[config.mk]
export PLATFORM = sky130hd
export DESIGN_NAME = grc_isqrt
export DESIGN_NICKNAME = d
export VERILOG_FILES = /design/src/grc_pkg.sv /design/src/grc_isqrt.sv
export SDC_FILE = /design/constraint.sdc
export NUM_CORES = 1
export LEC_CHECK = 0
export ABC_AREA = 1
export BUFFER_PORTS_ARGS = -buffer_cell sky130_fd_sc_hd__buf_2
export CAP_MARGIN = 20
export CORE_MARGIN = 3
export CORE_UTILIZATION = 50
export DETAILED_ROUTE_END_ITERATION = 16
export PLACE_DENSITY = 0.67
export SKIP_LAST_GASP = 1
export SLEW_MARGIN = 20
export SYNTH_ARGS = -nofsm -noshare
export SYNTH_HDL_FRONTEND = slang
export SYNTH_SLANG_ARGS = --single-unit
[constraint.sdc]
create_clock -name i_clk -period 6.92 [get_ports i_clk]
set_clock_uncertainty 0.05 [all_clocks]
set_input_delay 1.038 -clock i_clk [delete_from_list [all_inputs] [get_ports i_clk]]
set_output_delay 1.038 -clock i_clk [all_outputs]
set_load 0.05 [all_outputs]
[src/grc_pkg.sv]
// Shared constants, word formats and unit interfaces of the grid raycast block.
// No dependencies.
package grc_pkg;

    localparam int MAP_SIDE_DEF   = 8;
    localparam int CELL_SIZE_DEF  = 64;
    localparam int MAX_STEPS_DEF  = 8;
    localparam int ANGLE_BITS_DEF = 12;

    localparam int POS_W  = 15;
    localparam int DIST_W = 20;
    localparam int PH_W   = 10;
    localparam int MAP_W  = 64;
    localparam int CFG_IDX_W = 1;

    localparam int HIT_W  = 18;
    localparam int SQ_W   = 19;
    localparam int RAD_W  = 2 * SQ_W;
    localparam int DVD_W  = 47;
    localparam int DSR_W  = 31;
    localparam int MUL_W  = 32;

    localparam logic [CFG_IDX_W-1:0] CFG_WALL_MAP    = 1'b0;
    localparam logic [CFG_IDX_W-1:0] CFG_PROJ_HEIGHT = 1'b1;

    localparam logic [PH_W-1:0] PH_RESET = 10'd320;

    localparam logic [30:0] Q30_ONE = 31'd1073741824;
    localparam logic [30:0] SC1 = 31'd1686629713;
    localparam logic [30:0] SC3 = 31'd693598666;
    localparam logic [30:0] SC5 = 31'd85569305;
    localparam logic [30:0] SC7 = 31'd5026995;
    localparam logic [30:0] SC9 = 31'd172272;

    typedef struct packed {
        logic             start;
        logic [DVD_W-1:0] dividend;
        logic [DSR_W-1:0] divisor;
    } t_div_req;

    typedef struct packed {
        logic             done;
        logic [DVD_W-1:0] quotient;
    } t_div_rsp;

    typedef struct packed {
        logic             start;
        logic [RAD_W-1:0] radicand;
    } t_sqrt_req;

    typedef struct packed {
        logic            done;
        logic [SQ_W-1:0] root;
    } t_sqrt_rsp;

endpackage

[src/grc_isqrt.sv]
// Digit-by-digit integer square root, one result bit per cycle.
// Depends on grc_pkg for widths and request/response structs.
module grc_isqrt (
    input  logic               i_clk,
    input  logic               i_rst_n,
    input  grc_pkg::t_sqrt_req i_req,
    output grc_pkg::t_sqrt_rsp o_rsp
);
    localparam int RAD_W = grc_pkg::RAD_W;
    localparam int SQ_W  = grc_pkg::SQ_W;

    logic             r_busy;
    logic             r_done;
    logic [RAD_W-1:0] r_rem;
    logic [RAD_W-1:0] r_res;
    logic [RAD_W-1:0] r_bit;
    logic [RAD_W-1:0] trial;

    assign trial = r_res + r_bit;

    always_ff @(posedge i_clk) begin
        if (!i_rst_n) begin
            r_busy <= 1'b0;
            r_done <= 1'b0;
        end else begin
            r_done <= 1'b0;
            if (i_req.start) begin
                r_busy <= 1'b1;
                r_rem  <= i_req.radicand;
                r_res  <= '0;
                r_bit  <= RAD_W'(1) << (RAD_W - 2);
            end else if (r_busy) begin
                if (r_rem >= trial) begin
                    r_rem <= r_rem - trial;
                    r_res <= (r_res >> 1) + r_bit;
                end else begin
                    r_res <= r_res >> 1;
                end
                r_bit <= r_bit >> 2;
                if (r_bit[0]) begin
                    r_busy <= 1'b0;
                    r_done <= 1'b1;
                end
            end
        end
    end

    assign o_rsp.done = r_done;
    assign o_rsp.root = r_res[SQ_W-1:0];

endmodule

======== After elaboration in Yosys (flattened, before gate mapping) ========
Cells that the tools add are included.
cells by class
  add/subtract/negate cells ............... 3
  magnitude comparators ................... 1
  multiplexer cells ....................... 10
  bitwise logic cells ..................... 2
  reduce and logical (&&, ||, !) cells .... 5
operator list
  cell                                count
  two-way mux 38 bit                  5
  adder 37 x 37 -> 38 bit             1
  adder 38 x 37 -> 38 bit             1
  greater-or-equal comparator 38 bit  1
  subtractor 38 bit                   1
  two-way mux 37 bit                  1
  two-way mux 1 bit                   4
  nonzero test 2 bit                  2
  AND reduction 3 bit                 1
  OR reduction 3 bit                  1
  NOT 1 bit                           2
  AND reduction 2 bit                 1
storage, ports and cells
  flip-flop bits (word level) ............. 97
  input port bits ......................... 41
  output and inout port bits .............. 20
  logic and storage cells ................. 26

======== Depth between registers and ports, before layout ========
Gate-level depths: netlist of the first run.
  word-level depth ........................ 5
  depth in mapped cells ................... 27
  mapped depth without buffers ............ 26

======== Worst setup path after synthesis of the first run ========
Ideal clock, no wire load.
  kind .................................... input to register
  start ................................... input port i_req[38] (netlist bit)
  end ..................................... register r_rem[0] (enable)
  setup time .............................. 0.393 ns
  data arrival time ....................... 5.493 ns
  data required time ...................... 6.477 ns
  setup slack ............................. 0.984 ns
  cell stages on the path ................. 5
  buffers on the path ..................... 1
  cells stage by stage .................... buf_6 clkinv_1 a21oi_1 o21ai_0 inv_1
between the ends
  word-level cells in the longest chain between the ends .. 2
ends and longest elaborated chain
  element                          line             source
  start, declared                  grc_isqrt.sv:6   input grc_pkg::t_sqrt_req i_req,
  nonzero test 2 bit (no line)     --
  AND reduction 3 bit (no line) *  --
  end signal, assigned             grc_isqrt.sv:29  r_rem <= i_req.radicand;
  end signal, assigned             grc_isqrt.sv:34  r_rem <= r_rem - trial;
  end, declared                    grc_isqrt.sv:14  logic [RAD_W-1:0] r_rem;
Mark *: on every way between the ends. The rest lies on a longest branch, timed or not.
A chain may end at the register's enable or synchronous reset.

======== Worst setup path after layout of the first run ========
  start ................................... register r_res[10]
  end ..................................... register r_rem[27] (enable)
between the ends
  word-level cells in the longest chain between the ends .. 4
ends and longest elaborated chain
  element                             line             source
  start, declared                     grc_isqrt.sv:15  logic [RAD_W-1:0] r_res;
  start signal, assigned              grc_isqrt.sv:35  r_res <= (r_res >> 1) + r_bit;
  start signal, assigned              grc_isqrt.sv:37  r_res <= r_res >> 1;
  adder 38 x 37 -> 38 bit             grc_isqrt.sv:19  assign trial = r_res + r_bit;
  greater-or-equal comparator 38 bit  grc_isqrt.sv:33  if (r_rem >= trial) begin
  nonzero test 2 bit (no line)        --
  AND reduction 3 bit (no line)       --
No other way between the ends.

==> results of run 1 <==
[path summary, 6_finish.rpt]
| path | startpoint | end | slack [ns] | depth (start not counted) |
|---|---|---|---|---|
| min reg2reg | r_busy$_SDFF_PN0_ | r_done$_SDFF_PP0_ | 0.48 | 2 |
| max | r_res[10]$_SDFFCE_PP0P_ | r_rem[27]$_DFFE_PP_ | 1.99 | 21 |
| min | r_busy$_SDFF_PN0_ | r_done$_SDFF_PP0_ | 0.48 | 2 |
| max reg2reg | r_res[10]$_SDFFCE_PP0P_ | r_rem[27]$_DFFE_PP_ | 1.99 | 21 |
[area by class of cell]
| class | instances | share of cell area [%] |
|---|---|---|
| multi-input cells | 1344 | 58.8 |
| flip-flops and latches | 97 | 25.1 |
| inverters | 228 | 7.42 |
| repair buffers | 65 | 3.10 |
| well taps | 275 | 2.98 |
| clock buffers | 10 | 1.99 |
| clock inverters | 6 | 0.564 |
[metal layers]
layer,wire length [µm],global-route usage [%],part of all wire (%),up-vias
met4,1130,8.99,3.4,0
met3,1460,2.63,4.4,67
li1,-,-,-,5536
met5,0,0,0,-
met1,14600,36.0,44,4891
met2,15900,48.8,48,294
[tightest hold or removal path, cell delays in order, from the launching register on]
cell	delay (ns)
dfxtp_1	0.32
inv_1	0.11
nor4_1	0.07
[metrics by stage]
step,util (%),power (mW)
floorplan,-,1.90
global placement,53.1,2.23
detailed placement,53.1,2.24
CTS,54.5,2.77
global route,54.7,3.00
finish,54.7,2.78
[flip-flops by register name, indices dropped and copies added (netlist names)]
signal / count
r_done: 1
r_res: 38
r_busy: 1
r_rem: 38
r_bit: 19
[placed cells by master (no fill, tap or decap), drive strengths merged, types with 2 or more instances in the layout]
cell	count
nand3b	16
edfxtp	95
a21o	6
ha	78
nand4	14
a31oi	5
and2	7
nor4	3
or2	9
dfxtp	2
nor2	170
nand2	667
inv	229
o21bai	10
nand3	103
clkbuf	10
nor3b	2
o21a	3
clkinv	4
nor3	22
xnor2	26
a21boi	2
xor2	31
buf	65
a21oi	84
o21ai	83
[power groups by stage]
stage          combinational [mW]  sequential, mW  clock (mW)
2_1_floorplan                1.09           0.808           0
3_3_place_gp                 1.38           0.844           0
3_5_place_dp                 1.40           0.844           0
4_1_cts                      1.40           0.832       0.534
5_1_grt                      1.61           0.843       0.552
6_report                     1.42           0.835       0.528
[kinds of logic (layout without fill, tap and decap cells)]
group | count (synthesis) | after routing | synth area share (%)
and+or+nand+nor | 1013 | 1013 | 39.2
buffers and inverters | 266 | 309 | 10.3
AOI/OAI and AO/OA | 195 | 195 | 9.75
DFF | 97 | 97 | 26.8
adders and majority gates | 79 | 79 | 9.24
xor gates and xnor gates | 57 | 57 | 4.63
==> impl_metrics.ini, run 1 <==
[outcome]
status = finished, final reports clean

[sta]
finalSetupViolations = 0
hold_violations = 0
setup_tns_ns = 0
rsz0062_at_grt = no
setup_slack_ns = 1.99
max_freq_mhz = 203
maxSlewViolCount = 0
maxSlewHeadroom_pct = 41.6
fin_crit_sh_pct = 71.3
tightest_slew_ns = 0.875
min_period_ns = 4.93
hold_slack_ns = 0.478

[pwr]
sw_frac_of_total_pct = 45.9
power_per_cell_area_nw_per_um2 = 241
pwr-share-comb_pct = 51.0
power_frac_clock_pct = 19.0
peakVddDrop_v = 0.000115
power.internal_mw = 1.50
power.leakage_nw = 5.75
p_seq_share_pct = 30.0
p_sw_mw = 1.28

[finish]
fin_cells = 2025
fillers = 2223
design_area_um2 = 11500
multi_input_area_um2 = 6780
syn2layout_area_growth_pct = 6.94
fin_nets = 1865
n_antenna_cell = 0
drive_gt1_share_pct = 7.20
ff_latch_area_um2 = 2890

[floorplanning]
core.rowCount = 53
fp.dieH_um = 153
initial_core_util_pct = 51.1
coreArea_um2 = 21100
dieArea_um2 = 23400
die_w_um = 153
ioPinCount = 61

[global_route]
grt_pass1_vias = 10300
grt.total_usage_pct = 27.8
antenna_found_initial = 0
grt_max_degree = 76
grt_overflow = 0
grt_pass1_wl_mm = 52.1

[synth]
netlist_area_um2 = 10800
synthArstFlopShare_pct = 0
seq_area_frac_synth_pct = 26.8
yosysMostFrequentCell = nand2_1
synthFlopType = edfxtp_1
synth_top_area_share_pct = 26.5
synth_nets = 1827
synth_common_cells = 656 x nand2_1, 218 x inv_1, 159 x nor2_1
synth-seq-cells = 97
yosysTopAreaCell = edfxtp_1
syn_area_per_cell_um2 = 6.32
synth_area_leaders = edfxtp_1 26%, nand2_1 23%, ha_1 9.1%
synth_cells = 1707
synth_edf_count = 95
yosys_warnings = 0
ys_types = 43

[placement]
post-place-ws_ns = 1.90
dpl-instance-area_um2 = 11200
place.gp.congestion = 0.979
dpl.hpwl_mm = 26.5
dp.cells = 2008
io_buffer_count = 60

[critical_path]
end_kind = flop
cp_common_cell = nand2_1
critical_path_class = flop to flop
cp_slowest_cell = o21ai_0
crit_family = simple AND/OR/NAND/NOR gates
start_kind = flop
crit_buf_inv = 2
path_cells = ha_1, nand2_1, o21ai_0, nand2_1, nand2_1, a21oi_1, o21ai_0, nand2_1, nand3b_1, nand2_1, ha_1, nand2_1, nor2_1, and2_2, nand2_1, nand2_1, nor2_2, nand2_2, o21ai_0, inv_1, buf_4
cp.required_ns = 6.86
path_max_fanout = 38
critPathArrivalTime_ns = 4.87
slowest_delay_ns = 0.58

[clock_tree]
cts_setup_buffers = 0
clkTransAtPathRegs_ns = 0.08
cts_tree = done
h-tree-depth = 3
cts_buffer_depth = 2
cts.sink_count = 97
cts_hold_buf = 0
cts-root-buf = clkbuf_16
cts_resized = 0
clkLatencyLatePin_ns = 0.36
cts-buffers-inserted = 9

[route]
first_pass_iters = 5
remaining_drc_errors = 0
viasPerCell = 5.33
antenna_left = 0
wl_mm = 33.0
vias = 10800
drt_iter0_drc = 693
wl_per_cell_um = 16.3

[hold_path]
hold_path.class = flop to flop

[run]
drv_cap = 0
Power figures use the tool's default switching activity.
==> run 2, diff against run 1 <==
- ABC_AREA: 1 -> 0
- PLACE_DENSITY: 0.67 -> 0.7
- clock period: 6.92 -> 4.3 ns (I/O delays scaled with it)
==> impl_metrics.ini, run 2 <==
[finish]
final_util_pct = 70.9
fin_nets = 1411
ff_latch_area_um2 = 2890
largestRegisters = r_rem x38, r_res x38, r_bit x19
layout_commonest_cell = buf_4
n_antenna_cell = 0
mostFrequentLayoutCells = 194 x buf_4, 110 x nand2_1, 95 x edfxtp_1
fillers = 1286
drive_gt1_share_pct = 34.5
syn2layout_area_growth_pct = 36.0
fin_cells = 1521
multi_input_area_um2 = 6700

[sta]
maxSlewViolCount = 0
fin_crit_sh_pct = 106
setup_tns_ns = -14.61
max_freq_mhz = 220
setup_slack_ns = -0.254
hold_violations = 0
finalSetupViolations = 79
min_period_ns = 4.55
tightest_slew_ns = 0.906
maxSlewHeadroom_pct = 39.3
rsz0062_at_grt = yes

[clock_tree]
clkLatencyLatePin_ns = 0.36
cts_tree = done
cts-buffers-inserted = 9
cts.sink_count = 97
h-tree-depth = 3
cts_buffer_depth = 2
cts-root-buf = clkbuf_16
clkTransAtPathRegs_ns = 0.07
cts_hold_buf = 0

[synth]
synth_top_area_share_pct = 31.0
synth-xor-area-share_pct = 6.95
synth_nets = 1177
yosys_warnings = 0
synthAdderAreaFrac_pct = 10.8
synthFlopType = edfxtp_1
synth_top_family_by_area = compound AO/OA/AOI/OAI gates
seq_area_frac_synth_pct = 31.4
netlist_area_um2 = 9200
synth_cells = 1057
synth_compound_area_share_pct = 24.6
ys_types = 74
synth-seq-cells = 97
yosysMostFrequentCell = nand2_1
synthSimpleGateAreaFrac_pct = 20.1
synth_edf_count = 95
synthArstFlopShare_pct = 0
synth_mux_area_share_pct = 1.48
syn_area_per_cell_um2 = 8.71
yosysTopAreaCell = edfxtp_1
synth_area_leaders = edfxtp_1 31%, ha_1 11%, nand2_1 4.6%
synth_common_cells = 114 x nand2_1, 95 x edfxtp_1, 78 x ha_1

[route]
antenna_left = 0
wl_mm = 30.1
viasPerCell = 6.31
remaining_drc_errors = 0
drt_iter0_drc = 1051
first_pass_iters = 5
wl_per_cell_um = 19.8
vias = 9605

[floorplanning]
dieArea_um2 = 20100
coreArea_um2 = 17700
core.rowCount = 48
initial_core_util_pct = 52.1
fp.dieH_um = 142
die_w_um = 142
ioPinCount = 61

[hold_path]
hold_path.class = primary input to flop

[run]
drv_cap = 0

[critical_path]
cp.required_ns = 4.37
path_cells = ha_4, buf_4, a21oi_4, o21bai_2, a31oi_2, o21ai_2, a41o_1, a21o_1, nand2_1, xor2_1, ha_1, nand2_1, or3_4, or3_4, o21bai_4, a21oi_4, buf_12, nor3_1, a311o_1
slowest_delay_ns = 0.45
critPathArrivalTime_ns = 4.62
end_kind = flop
start_kind = flop
critical_path_class = flop to flop
cp_slowest_cell = edfxtp_1
path_max_fanout = 33

[outcome]
status = finished with violations
violations = setup timing

[placement]
dp.cells = 1467
dpl.hpwl_mm = 20.5
place.gp.congestion = 0.890
io_buffer_count = 60

[global_route]
grt_max_degree = 124
antenna_found_initial = 0
grt.total_usage_pct = 26.6
grt_pass1_wl_mm = 43.5
grt_overflow = 0
grt_pass1_vias = 8546

[pwr]
peakVddDrop_v = 0.000247
power_per_cell_area_nw_per_um2 = 419
power.leakage_nw = 5.04
[run 2: cell types whose count changed after synthesis, moves of 21 or more]
cell      delta
a211oi_1    +21
a21o_1      +23
a31oi_1     +24
inv_1      -193
nand2_1    -542
nand3_1     -63
nor2_1      -98
nor2b_1     +41
[run 2: critical path, delay by kind of cell (launching register included)]
family                   cells  cell delay, ns
flip-flops                   1            0.45
AND/OR/NAND/NOR              5            0.92
AO/OA/AOI/OAI                9            1.74
adder cells (fa/ha/maj)      2            0.63
buffers and inverters        2            0.35
XOR/XNOR                     1            0.16
[run 2: timing repair]
action                                 CTS  global route
cloned                                   0             5
endpoints found under the hold margin    0             0
pin swaps                               13            82
buffers inserted                         6            28
setup endpoints to repair               90            95
resized for setup                       33           154
[run 2: per-stage QoR]
stage / hold WS (ns) / area [µm²] / setup WS [ns] / power (mW)
floorplan: 0.404 / 9280 / -2.92 / 2.91
global placement: 0.506 / 11000 / -0.342 / 3.81
detailed placement: 0.500 / 11000 / -0.349 / 3.87
CTS: 0.514 / 11500 / -0.195 / 4.77
global route: 0.523 / 12500 / -0.412 / 5.51
finish: 0.511 / 12500 / -0.254 / 5.25
[run 2: worst paths after layout]
kind                          start                       to  slack, ns  cells after the start
max          r_bit[2]$_SDFFCE_PP0P_  r_res[13]$_SDFFCE_PP0P_      -0.25                     19
min reg2reg       r_busy$_SDFF_PN0_        r_done$_SDFF_PP0_       0.53                      1
max reg2reg  r_bit[2]$_SDFFCE_PP0P_  r_res[13]$_SDFFCE_PP0P_      -0.25                     19
min                       i_req[10]      r_rem[10]$_DFFE_PP_       0.51                      3
[run 2: logic make-up after synthesis]
kind of cell,after synthesis
AOI/OAI and AO/OA,332
xor gates and xnor gates,73
adders and majority gates,79
buffers and inverters,89
DFF,97
muxes,13
and+or+nand+nor,374
[run 2: metal layers]
metal  share of wire [%]  wire [µm]  track usage, %
met5                   0          0               0
met4                 2.2        650            7.07
met3                 7.6       2290            3.40
met2                  46      13900            41.3
met1                  44      13300            39.2
[run 2: area by class of cell]
type | instances | area share, %
Tap cell | 225 | 2.25
Sequential cell | 97 | 23.1
Inverter | 25 | 0.750
Timing Repair Buffer | 287 | 18.1
Clock inverter | 6 | 0.520
Clock buffer | 10 | 1.83
Multi-Input combinational cell | 871 | 53.5
[run 2: where the power goes]
part           switching [mW]  total [mW]  internal (mW)
Combinational            1.68        3.11           1.42
Clock                   0.391       0.845          0.455
Sequential             0.0883        1.29           1.21
Total                    2.16        5.25           3.08
