**config.mk**
```make
export PLATFORM = sky130hd
export DESIGN_NAME = grc_div
export DESIGN_NICKNAME = d
export VERILOG_FILES = /design/src/grc_pkg.sv /design/src/grc_div.sv
export SDC_FILE = /design/constraint.sdc
export NUM_CORES = 1
export LEC_CHECK = 0
export ABC_CLOCK_PERIOD_IN_PS = 3500
export BUFFER_PORTS_ARGS = -buffer_cell sky130_fd_sc_hd__buf_2
export CAP_MARGIN = 10
export CORE_MARGIN = 1
export CORE_UTILIZATION = 56
export DETAILED_ROUTE_END_ITERATION = 10
export GPL_ROUTABILITY_DRIVEN = 0
export HOLD_SLACK_MARGIN = 0.03
export PLACE_DENSITY = 0.84
export SKIP_CTS_REPAIR_TIMING = 1
export SYNTH_ARGS = -nofsm -noshare
export SYNTH_HDL_FRONTEND = slang
export SYNTH_SLANG_ARGS = --single-unit
```
**constraint.sdc**
```tcl
create_clock -name i_clk -period 3.5 [get_ports i_clk]
set_clock_uncertainty 0.1 [all_clocks]
set_input_delay 0.525 -clock i_clk [delete_from_list [all_inputs] [get_ports i_clk]]
set_output_delay 0.525 -clock i_clk [all_outputs]
set_load 0.01 [all_outputs]
```
**src/grc_pkg.sv**
```systemverilog
// Shared constants, word formats and unit interfaces of the grid raycast block.
// No dependencies.
package grc_pkg;

    localparam int MAP_SIDE_DEF   = 8;
    localparam int CELL_SIZE_DEF  = 64;
    localparam int MAX_STEPS_DEF  = 8;
    localparam int ANGLE_BITS_DEF = 12;

    localparam int POS_W  = 15;
    localparam int DIST_W = 20;
    localparam int PH_W   = 10;
    localparam int MAP_W  = 64;
    localparam int CFG_IDX_W = 1;

    localparam int HIT_W  = 18;
    localparam int SQ_W   = 19;
    localparam int RAD_W  = 2 * SQ_W;
    localparam int DVD_W  = 47;
    localparam int DSR_W  = 31;
    localparam int MUL_W  = 32;

    localparam logic [CFG_IDX_W-1:0] CFG_WALL_MAP    = 1'b0;
    localparam logic [CFG_IDX_W-1:0] CFG_PROJ_HEIGHT = 1'b1;

    localparam logic [PH_W-1:0] PH_RESET = 10'd320;

    localparam logic [30:0] Q30_ONE = 31'd1073741824;
    localparam logic [30:0] SC1 = 31'd1686629713;
    localparam logic [30:0] SC3 = 31'd693598666;
    localparam logic [30:0] SC5 = 31'd85569305;
    localparam logic [30:0] SC7 = 31'd5026995;
    localparam logic [30:0] SC9 = 31'd172272;

    typedef struct packed {
        logic             start;
        logic [DVD_W-1:0] dividend;
        logic [DSR_W-1:0] divisor;
    } t_div_req;

    typedef struct packed {
        logic             done;
        logic [DVD_W-1:0] quotient;
    } t_div_rsp;

    typedef struct packed {
        logic             start;
        logic [RAD_W-1:0] radicand;
    } t_sqrt_req;

    typedef struct packed {
        logic            done;
        logic [SQ_W-1:0] root;
    } t_sqrt_rsp;

endpackage

```
**src/grc_div.sv**
```systemverilog
// Bit-serial restoring divider, one quotient bit per cycle.
// Depends on grc_pkg for widths and request/response structs.
module grc_div (
    input  logic              i_clk,
    input  logic              i_rst_n,
    input  grc_pkg::t_div_req i_req,
    output grc_pkg::t_div_rsp o_rsp
);
    localparam int DVD_W = grc_pkg::DVD_W;
    localparam int DSR_W = grc_pkg::DSR_W;
    localparam int CNT_W = $clog2(DVD_W + 1);

    logic             r_busy;
    logic             r_done;
    logic [CNT_W-1:0] r_cnt;
    logic [DSR_W-1:0] r_rem;
    logic [DSR_W-1:0] r_dsr;
    logic [DVD_W-1:0] r_quo;
    logic [DSR_W:0]   trial;
    logic             fits;

    assign trial = {r_rem, r_quo[DVD_W-1]};
    assign fits  = trial >= {1'b0, r_dsr};

    always_ff @(posedge i_clk) begin
        if (!i_rst_n) begin
            r_busy <= 1'b0;
            r_done <= 1'b0;
        end else begin
            r_done <= 1'b0;
            if (i_req.start) begin
                r_busy <= 1'b1;
                r_cnt  <= CNT_W'(DVD_W);
                r_rem  <= '0;
                r_dsr  <= i_req.divisor;
                r_quo  <= i_req.dividend;
            end else if (r_busy) begin
                r_rem <= fits ? DSR_W'(trial - {1'b0, r_dsr}) : trial[DSR_W-1:0];
                r_quo <= {r_quo[DVD_W-2:0], fits};
                r_cnt <= r_cnt - CNT_W'(1);
                if (r_cnt == CNT_W'(1)) begin
                    r_busy <= 1'b0;
                    r_done <= 1'b1;
                end
            end
        end
    end

    assign o_rsp.done     = r_done;
    assign o_rsp.quotient = r_quo;

endmodule

```
Word-level counts from Yosys, hierarchy flattened
Cells that the tools add are included.

operators by class
  add/sub/neg operators = 2
  magnitude comparators = 1
  equality and inequality tests = 1
  muxes and demuxes = 9
  bitwise logic cells = 2
  reductions and logical operators = 4

operators with widths
  cell                                                 number
  two-way mux 47 bit                                   2
  two-way mux 31 bit                                   2
  >= comparator 32 x 31 -> 1 bit                       1
  subtractor 31 bit                                    1
  equality test 6 x 1 -> 1 bit, second input constant  1
  two-way mux 6 bit                                    1
  subtractor 6 x 1 -> 6 bit, second input constant     1
  two-way mux 1 bit                                    4
  AND reduction 2 bit                                  2
  OR reduction 3 bit                                   1
  inverter 1 bit                                       2
  nonzero test 2 bit                                   1

storage, ports and cells
  flip-flop bits (word level) = 117

Logic depth before layout (Yosys ltp)
Gate-level depths: netlist of the first run.

  word-level depth = 4
  gate-level depth with buffers = 12
  gate-level depth less buffers = 11

Least setup slack after synthesis of the first run
No wires, ideal clock.

  path type = in2reg
  start = input i_req[78] (netlist bit)
  end = register r_cnt[0], enable pin
  setup time = 0.450 ns
  arrival time = 2.727 ns
  data required time = 2.950 ns
  setup slack = 0.223 ns
  cell stages on the path = 2
  buffers on the path = 1
  cell sequence = clkbuf_1 > o21a_1

on the way
  longest elaborated chain between the ends = 2

ends and longest elaborated chain
  item                           line           text
  start, declared                grc_div.sv:6   input grc_pkg::t_div_req i_req,
  nonzero test 2 bit (no line)   -
  AND reduction 2 bit (no line)  -
  end signal, assigned           grc_div.sv:33  r_cnt <= CNT_W'(DVD_W);
  end signal, assigned           grc_div.sv:40  r_cnt <= r_cnt - CNT_W'(1);
  end, declared                  grc_div.sv:15  logic [CNT_W-1:0] r_cnt;

Every way passes these cells.
A chain may end at the register's enable or synchronous reset.

Final worst setup path of the first run
  start = register r_quo[46]
  end = register r_rem[9] (data pin)

on the way
  longest elaborated chain between the ends = 3
  elaborated cells between the ends (all ways) = 4
  those cells by class = 1 x add/sub; 1 x order compare; 2 x mux

ends and longest elaborated chain
  item                                                                 line                          text
  start, declared                                                      grc_div.sv:18                 logic [DVD_W-1:0] r_quo;
  start signal, assigned                                               grc_div.sv:36                 r_quo <= i_req.dividend;
  start signal, assigned                                               grc_div.sv:39                 r_quo <= {r_quo[DVD_W-2:0], fits};
  subtractor 31 bit or >= comparator 32 x 31 -> 1 bit (tied branches)  grc_div.sv:38, grc_div.sv:23
  two-way mux 31 bit (*)                                               grc_div.sv:38                 r_rem <= fits ? DSR_W'(trial - {1'b0, r_dsr}) : trial[DSR_W-1:0];
  two-way mux 31 bit (*)                                               grc_div.sv:37                 end else if (r_busy) begin
  end signal, assigned                                                 grc_div.sv:38
  end, declared                                                        grc_div.sv:16                 logic [DSR_W-1:0] r_rem;

Mark *: on every way between the ends. The rest lies on a longest branch, timed or not. The select of a mux whose other input is x is not followed.

==> out/qor.csv, run 1 <==
stage;metric;value;unit
cells_and_area;final_cells;867;
cells_and_area;utilization;69.8;%
drt;wirelength;15.6;mm
clock_network;path_clk_slew;0.06;ns
clock_network;cts_tree;built;
drt;num_vias;5093;
synth;ys_ff_latch;117;
global_routing;gr-usage-all-layers;26.4;%
timing;max_freq;0.303;GHz
clock_network;numCtsBuffers;17;
synth;syn-cell-area;0.00665;sq mm
cells_and_area;area_delta_synth_final;20.9;%
floorplanning;rows;39;
drt;drt-vias-per-instance;5.87;
power;power.density;560;mW/mm^2
timing;final-max-slew-violation-count;0;
floorplanning;initial_core_util;57.7;%
drt;remaining_drc_errors;4;
placed_design;dpl_cell_area;0.00744;sq mm
global_routing;antenna_found_initial;0;
synth;synthAdderAreaFrac;6.51;%
synth;yosysSeqAreaShare;52.5;%
floorplanning;pin_count;129;
synth;synth-xor-area-share;3.56;%
floorplanning;die-area;0.0123;sq mm
global_routing;first_global_vias;5151;
setup_path;setup.worst_path.end_class;flip-flop;
drt;drtIter0Drc;343;
clock_network;cts-root-buf;clkbuf_16;
timing;setup_viol;0;
worst_hold_path;min_path_type;primary input to flip-flop;
synth;synth_top_family_by_area;compound AO/OA/AOI/OAI gates;
synth;yosys_most_used_dff;edfxtp_1;
setup_path;cp-startpoint;r_quo[46];
global_routing;grt_max_degree;92;
cells_and_area;nets;826;
synth;synth_fp_nets;692;
synth;yosys_warnings;0;
floorplanning;fp.dieW;111;um
flow_run;cap_viol_max_count;0;
setup_path;crit_required;3.54;ns
setup_path;start_kind;flip-flop;
setup_path;endpoint;r_rem[9];
timing;fin_crit;3.30;ns
setup_path;r2r_start;r_quo[46];
cells_and_area;design_area;0.00804;sq mm
setup_path;arrival;3.33;ns
clock_network;htreeDepth;4;
power;power;4.50;mW
floorplanning;die_y;111;um
synth;yosys.area_share.simple;11.2;%
cells_and_area;antenna_cells;0;
power;vdd_ir_drop_max;0.441;mV
synth;synth-compound-area-share;13.6;%
synth;netlist.area_leader.share;51.9;%
placed_design;place_hpwl;10.7;mm
synth;synth_top_cell_by_area;edfxtp_1;
clock_network;cts_sinks;117;
synth;synth_edf_count;115;
setup_path;critical_path_peak_fanout;13;
synth;synth.top_cells.by_area;edfxtp_1 (52%), mux2_2 (8.0%), ha_1 (6.2%);
drt;antenna_left;0;
worst_hold_path;min_from;i_req[3];
global_routing;overflow;0;
drt;routedWlPerCell;18.0;um
synth;ys_async_sr_fraction;0;%
cells_and_area;drive_above_1_share;32.7;%
synth;muxShareOfSynthArea;8.71;%
setup_path;r2r-end;r_rem[9];
drt;dr.pass1.iters;8;
outcome;violations;DRC;
timing;tns;0;ns
clock_network;clk-insertion-delay-late;0.43;ns
outcome;status;finished with violations;
synth;synthCells;577;
setup_path;r2r_slack;0.20;ns
placed_design;io_buffers;128;
timing;tightest_slew;1.18;ns
global_routing;grt_pass1_wl;24.9;mm
floorplanning;design.core.area;0.0115;sq mm
timing;min_period_over_period;94.2;%
synth;synth_area_per_cell;11.5;sq um
timing;slew_headroom;21.1;%
setup_path;critical_path_class;flip-flop to flip-flop;
power;p_leak;3.30;nW
synth;netlist-cell-type-count;62;
placed_design;place_inst;835;
clock_network;cts.path.max_buffers;2;
timing;rsz0062_at_grt;false;
setup_path;r2r_cells;12;
timing;hold_viol;0;
sequential cells by signal, indices dropped and copies added, names as in the netlist:
name / count
r_rem: 31
r_quo: 47
r_busy: 1
r_cnt: 6
r_dsr: 31
r_done: 1
layout by cell type (no fill, tap or decap), types with 6 or more instances in the layout:
cell type and instances:
a21oi_1 53, nand4_1 6, nand2_1 45, nor3_1 6
buf_4 7, inv_6 7, inv_1 44, a211oi_1 9
xor2_1 7, xnor2_1 20, clkbuf_16 17, ha_1 33
mux2_2 47, nand3_1 11, and3_1 7, nor2_1 46
nand2b_1 10, buf_2 128, o21bai_1 7, o21ai_0 14
edfxtp_1 115
routing by layer:
metal	vias to the layer above	share of wire [%]	GRT usage, %
met4	0	2.9	13.6
li1	2404	-	-
met3	35	7.9	8.26
met1	2422	41	31.4
met5	-	0	0
met2	232	48	43.2
per-stage QoR:
stage,hold WS (ns),setup slack [ns]
5_1_grt,0.159,0.0539
2_1_floorplan,0.315,0.223
3_5_place_dp,0.342,0.177
4_1_cts,0.159,0.119
3_3_place_gp,0.339,0.375
6_report,0.171,0.203
synth_stat cells (2+ instances only):
| master | number |
|---|---|
| nor2_1 | 46 |
| a31oi_1 | 5 |
| and3_1 | 7 |
| o21ai_0 | 14 |
| and2_1 | 3 |
| a21oi_1 | 53 |
| buf_2 | 11 |
| o21bai_1 | 7 |
| nor3_1 | 6 |
| or4_1 | 2 |
| clkbuf_1 | 5 |
| o21ai_1 | 4 |
| mux2i_1 | 5 |
| nand2_1 | 45 |
| a221oi_2 | 2 |
| xor2_1 | 7 |
| dfxtp_1 | 2 |
| nor3_2 | 3 |
| edfxtp_1 | 115 |
| nand4_1 | 6 |
| ha_1 | 33 |
| buf_1 | 3 |
| nand2b_1 | 10 |
| a21o_1 | 3 |
| xnor2_1 | 20 |
| inv_1 | 44 |
| o31ai_1 | 2 |
| mux2_2 | 47 |
| o211ai_1 | 2 |
| a211oi_1 | 9 |
| or3_1 | 3 |
| a211oi_2 | 3 |
| or2_2 | 2 |
| nand3b_1 | 5 |
| a21oi_2 | 2 |
| nand3_1 | 11 |
| and4_1 | 2 |
| o21a_1 | 4 |
where the power goes:
part,switching (mW),total [mW],internal (mW)
Combinational,0.582,0.992,0.410
Sequential,0.0566,1.74,1.69
Clock,0.697,1.76,1.07
cell type report:
cell class,instances,area [sq um]
flip-flops and latches,117,3490
inverters,44,165
repair buffers,135,693
well taps,143,179
clock buffers,18,429
fillers,807,3480
clock inverters,14,163
multi-input cells,396,2920
cells by family (layout without fill, tap and decap cells):
logic type | count (synthesis) | count (layout)
and+or+nand+nor | 155 | 155
adders and majority gates | 34 | 34
AOI/OAI and AO/OA | 128 | 128
muxes | 52 | 52
xor gates and xnor gates | 27 | 27
DFF | 117 | 117
buffers and inverters | 64 | 211
how the worst min path moves through the flow:
stage	end	slack, ns	cells past startpoint
global placement	r_done	0.34	2
CTS	r_dsr[14]	0.16	1
finish	r_dsr[3]	0.17	1
global route	r_dsr[6]	0.16	1
floorplan	r_done	0.31	2
detailed placement	r_done	0.34	2
worst max-delay path, cell delays in order (launching register included):
cell and delay (ns):
edfxtp_1 0.37, inv_1 0.05, ha_1 0.21, fa_1 0.41, and2b_1 0.26, o31ai_2 0.11, a21o_4 0.25, a221oi_2 0.29
o21ai_4 0.15, nand2_2 0.24, buf_4 0.27, mux2i_1 0.22, nor2_1 0.05
Power figures use the tool's default switching activity.
==> inputs of run 2 (changes only) <==
==> constraint.sdc (replaced) <==
create_clock -name i_clk -period 3.5 [get_ports i_clk]
set_clock_uncertainty 0.1 [all_clocks]
set_input_delay 0.35 -clock i_clk [delete_from_list [all_inputs] [get_ports i_clk]]
set_output_delay 0.35 -clock i_clk [all_outputs]
set_load 0.01 [all_outputs]
==> run 2 against run 1 <==
  * Flip-flop and latch count unchanged
  * Sequential share of layout area is 1.3 points lower
  * Cell count increased by 3.7%
  * Register-to-register slack better by 0.09 ns
  * The flow still finishes with violations (DRC)
  * Critical path depth fell by 1
  * Count of clock-buffer cells in the layout rose by 1
  * Routed wire length up 0.15%
  * Sequential power about the same
  * Worst setup slack improved by 0.090 ns
  * Global-route usage down 0.82 points
  * Non-clock buffer count rose by 32
  * Final area up 3.1%
==> out/qor.csv, run 2 (synthesis gave the netlist of run 1 again) <==
stage;metric;value;unit
floorplanning;initial_core_util;57.7;%
placed_design;place_hpwl;10.6;mm
setup_path;cp-startpoint;r_quo[46];
outcome;status;finished with violations;
floorplanning;die-area;0.0123;sq mm
timing;tns;0;ns
setup_path;critical_path_class;flip-flop to flip-flop;
cells_and_area;mostFrequentLayoutCells;buf_2 (128), edfxtp_1 (115), a21oi_1 (53);
drt;drt-vias-per-instance;5.78;
floorplanning;die_y;111;um
cells_and_area;top_regs;r_quo (47), r_dsr (31), r_rem (31);
cells_and_area;area_delta_synth_final;24.6;%
clock_network;path_clk_slew;0.06;ns
clock_network;cts_sinks;117;
worst_hold_path;min_path_type;primary input to flip-flop;
cells_and_area;multiInputGateArea;0.00291;sq mm
timing;min_period_over_period;91.6;%
timing;tightest_slew;0.847;ns
outcome;violations;DRC;
clock_network;clk-insertion-delay-late;0.42;ns
cells_and_area;largest_reg_flops;47;
clock_network;cts.path.max_buffers;2;
floorplanning;pin_count;129;
setup_path;setup.worst_path.end_class;flip-flop;
flow_run;cap_viol_max_count;0;
drt;wirelength;15.6;mm
drt;wl_met2;7.55;mm
drt;routedWlPerCell;17.4;um
setup_path;crit_required;3.69;ns
global_routing;grt_pass1_wl;24.5;mm
timing;max_freq;0.312;GHz
clock_network;numCtsBuffers;17;
placed_design;place_inst;836;
setup_path;r2r_start;r_quo[46];
global_routing;first_global_vias;5110;
placed_design;io_buffers;128;
cells_and_area;fill_cells;796;
global_routing;grt_max_degree;53;
cells_and_area;nets;858;
floorplanning;design.core.area;0.0115;sq mm
cells_and_area;antenna_cells;0;
cells_and_area;final_cells;899;
cells_and_area;drive_above_1_share;31.0;%
drt;dr_wl_met3;1.12;mm
power;vdd_ir_drop_max;0.359;mV
cells_and_area;regArea;0.00349;sq mm
floorplanning;fp.dieW;111;um
timing;rsz0062_at_grt;false;
setup_path;start_kind;flip-flop;
global_routing;antenna_found_initial;0;
global_routing;gr-usage-all-layers;25.6;%
power;power.density;517;mW/mm^2
drt;maxUsedRoutingLayer;met4;
clock_network;htreeDepth;4;
setup_path;arrival;3.39;ns
cells_and_area;regMostFlops;r_quo;
timing;slew_headroom;43.5;%
timing;hold_slack;0.0962;ns
drt;drtIter0Drc;373;
worst_hold_path;min_from;i_rst_n;
timing;hold_viol;0;
timing;setup_viol;0;
power;power;4.28;mW
setup_path;critical_path_peak_fanout;14;
cells_and_area;layout_commonest_cell;buf_2;
timing;fin_crit;3.21;ns
drt;dr.pass1.iters;8;
drt;remaining_drc_errors;4;
global_routing;overflow;0;
clock_network;cts_tree;built;
power;p_leak;3.39;nW
floorplanning;rows;39;
timing;final-max-slew-violation-count;0;
drt;antenna_left;0;
drt;wl_met1;6.52;mm
clock_network;cts-root-buf;clkbuf_16;
drt;num_vias;5197;
[run 2: critical path: stages (launching register included)]
cell	delay, ns
edfxtp_1	0.36
inv_1	0.05
ha_1	0.21
fa_1	0.41
and2b_1	0.24
o31ai_2	0.10
a21o_4	0.25
a221oi_2	0.24
o21ai_2	0.18
and2_2	0.32
or4_1	0.49
nand4_1	0.11
[run 2: path summary, 6_finish.rpt]
path / cells past startpoint / slack (ns) / endpoint
setup reg to reg: 11 / 0.29 / r_rem[29]
setup / recovery: 11 / 0.29 / r_rem[29]
hold / removal: 3 / 0.1 / r_done
hold reg to reg: 2 / 0.36 / r_done
[run 2: routing by layer]
metal  vias up  track usage (%)
li1       2460                -
met5         -                0
met4         0             12.1
met1      2473             30.7
met3        33             8.64
met2       231             41.5
[run 2: area by class of cell]
type	count	share of cell area, %
tap	143	2.16
clock buffer	19	5.22
multi-input combinational	396	35.1
clock inverter	13	1.04
inverter	44	1.99
timing repair buffer	167	12.3
sequential	117	42.1
[run 2: power by group]
part | switching, mW | leakage, nW | internal (mW) | total, mW
Sequential | 0.0571 | 1.11 | 1.69 | 1.74
Combinational | 0.581 | 2.04 | 0.435 | 1.02
Clock | 0.629 | 0.242 | 0.895 | 1.52
Total | 1.27 | 3.39 | 3.02 | 4.28
[run 2: per-stage QoR]
step                util (%)  cell area (sq um)  worst slack [ns]
finish                  72.0               8290             0.294
CTS                     69.3               7980             0.170
global route            72.0               8290            0.0926
detailed placement      64.8               7460             0.191
global placement        64.8               7460             0.374
floorplan                  -               6650             0.398
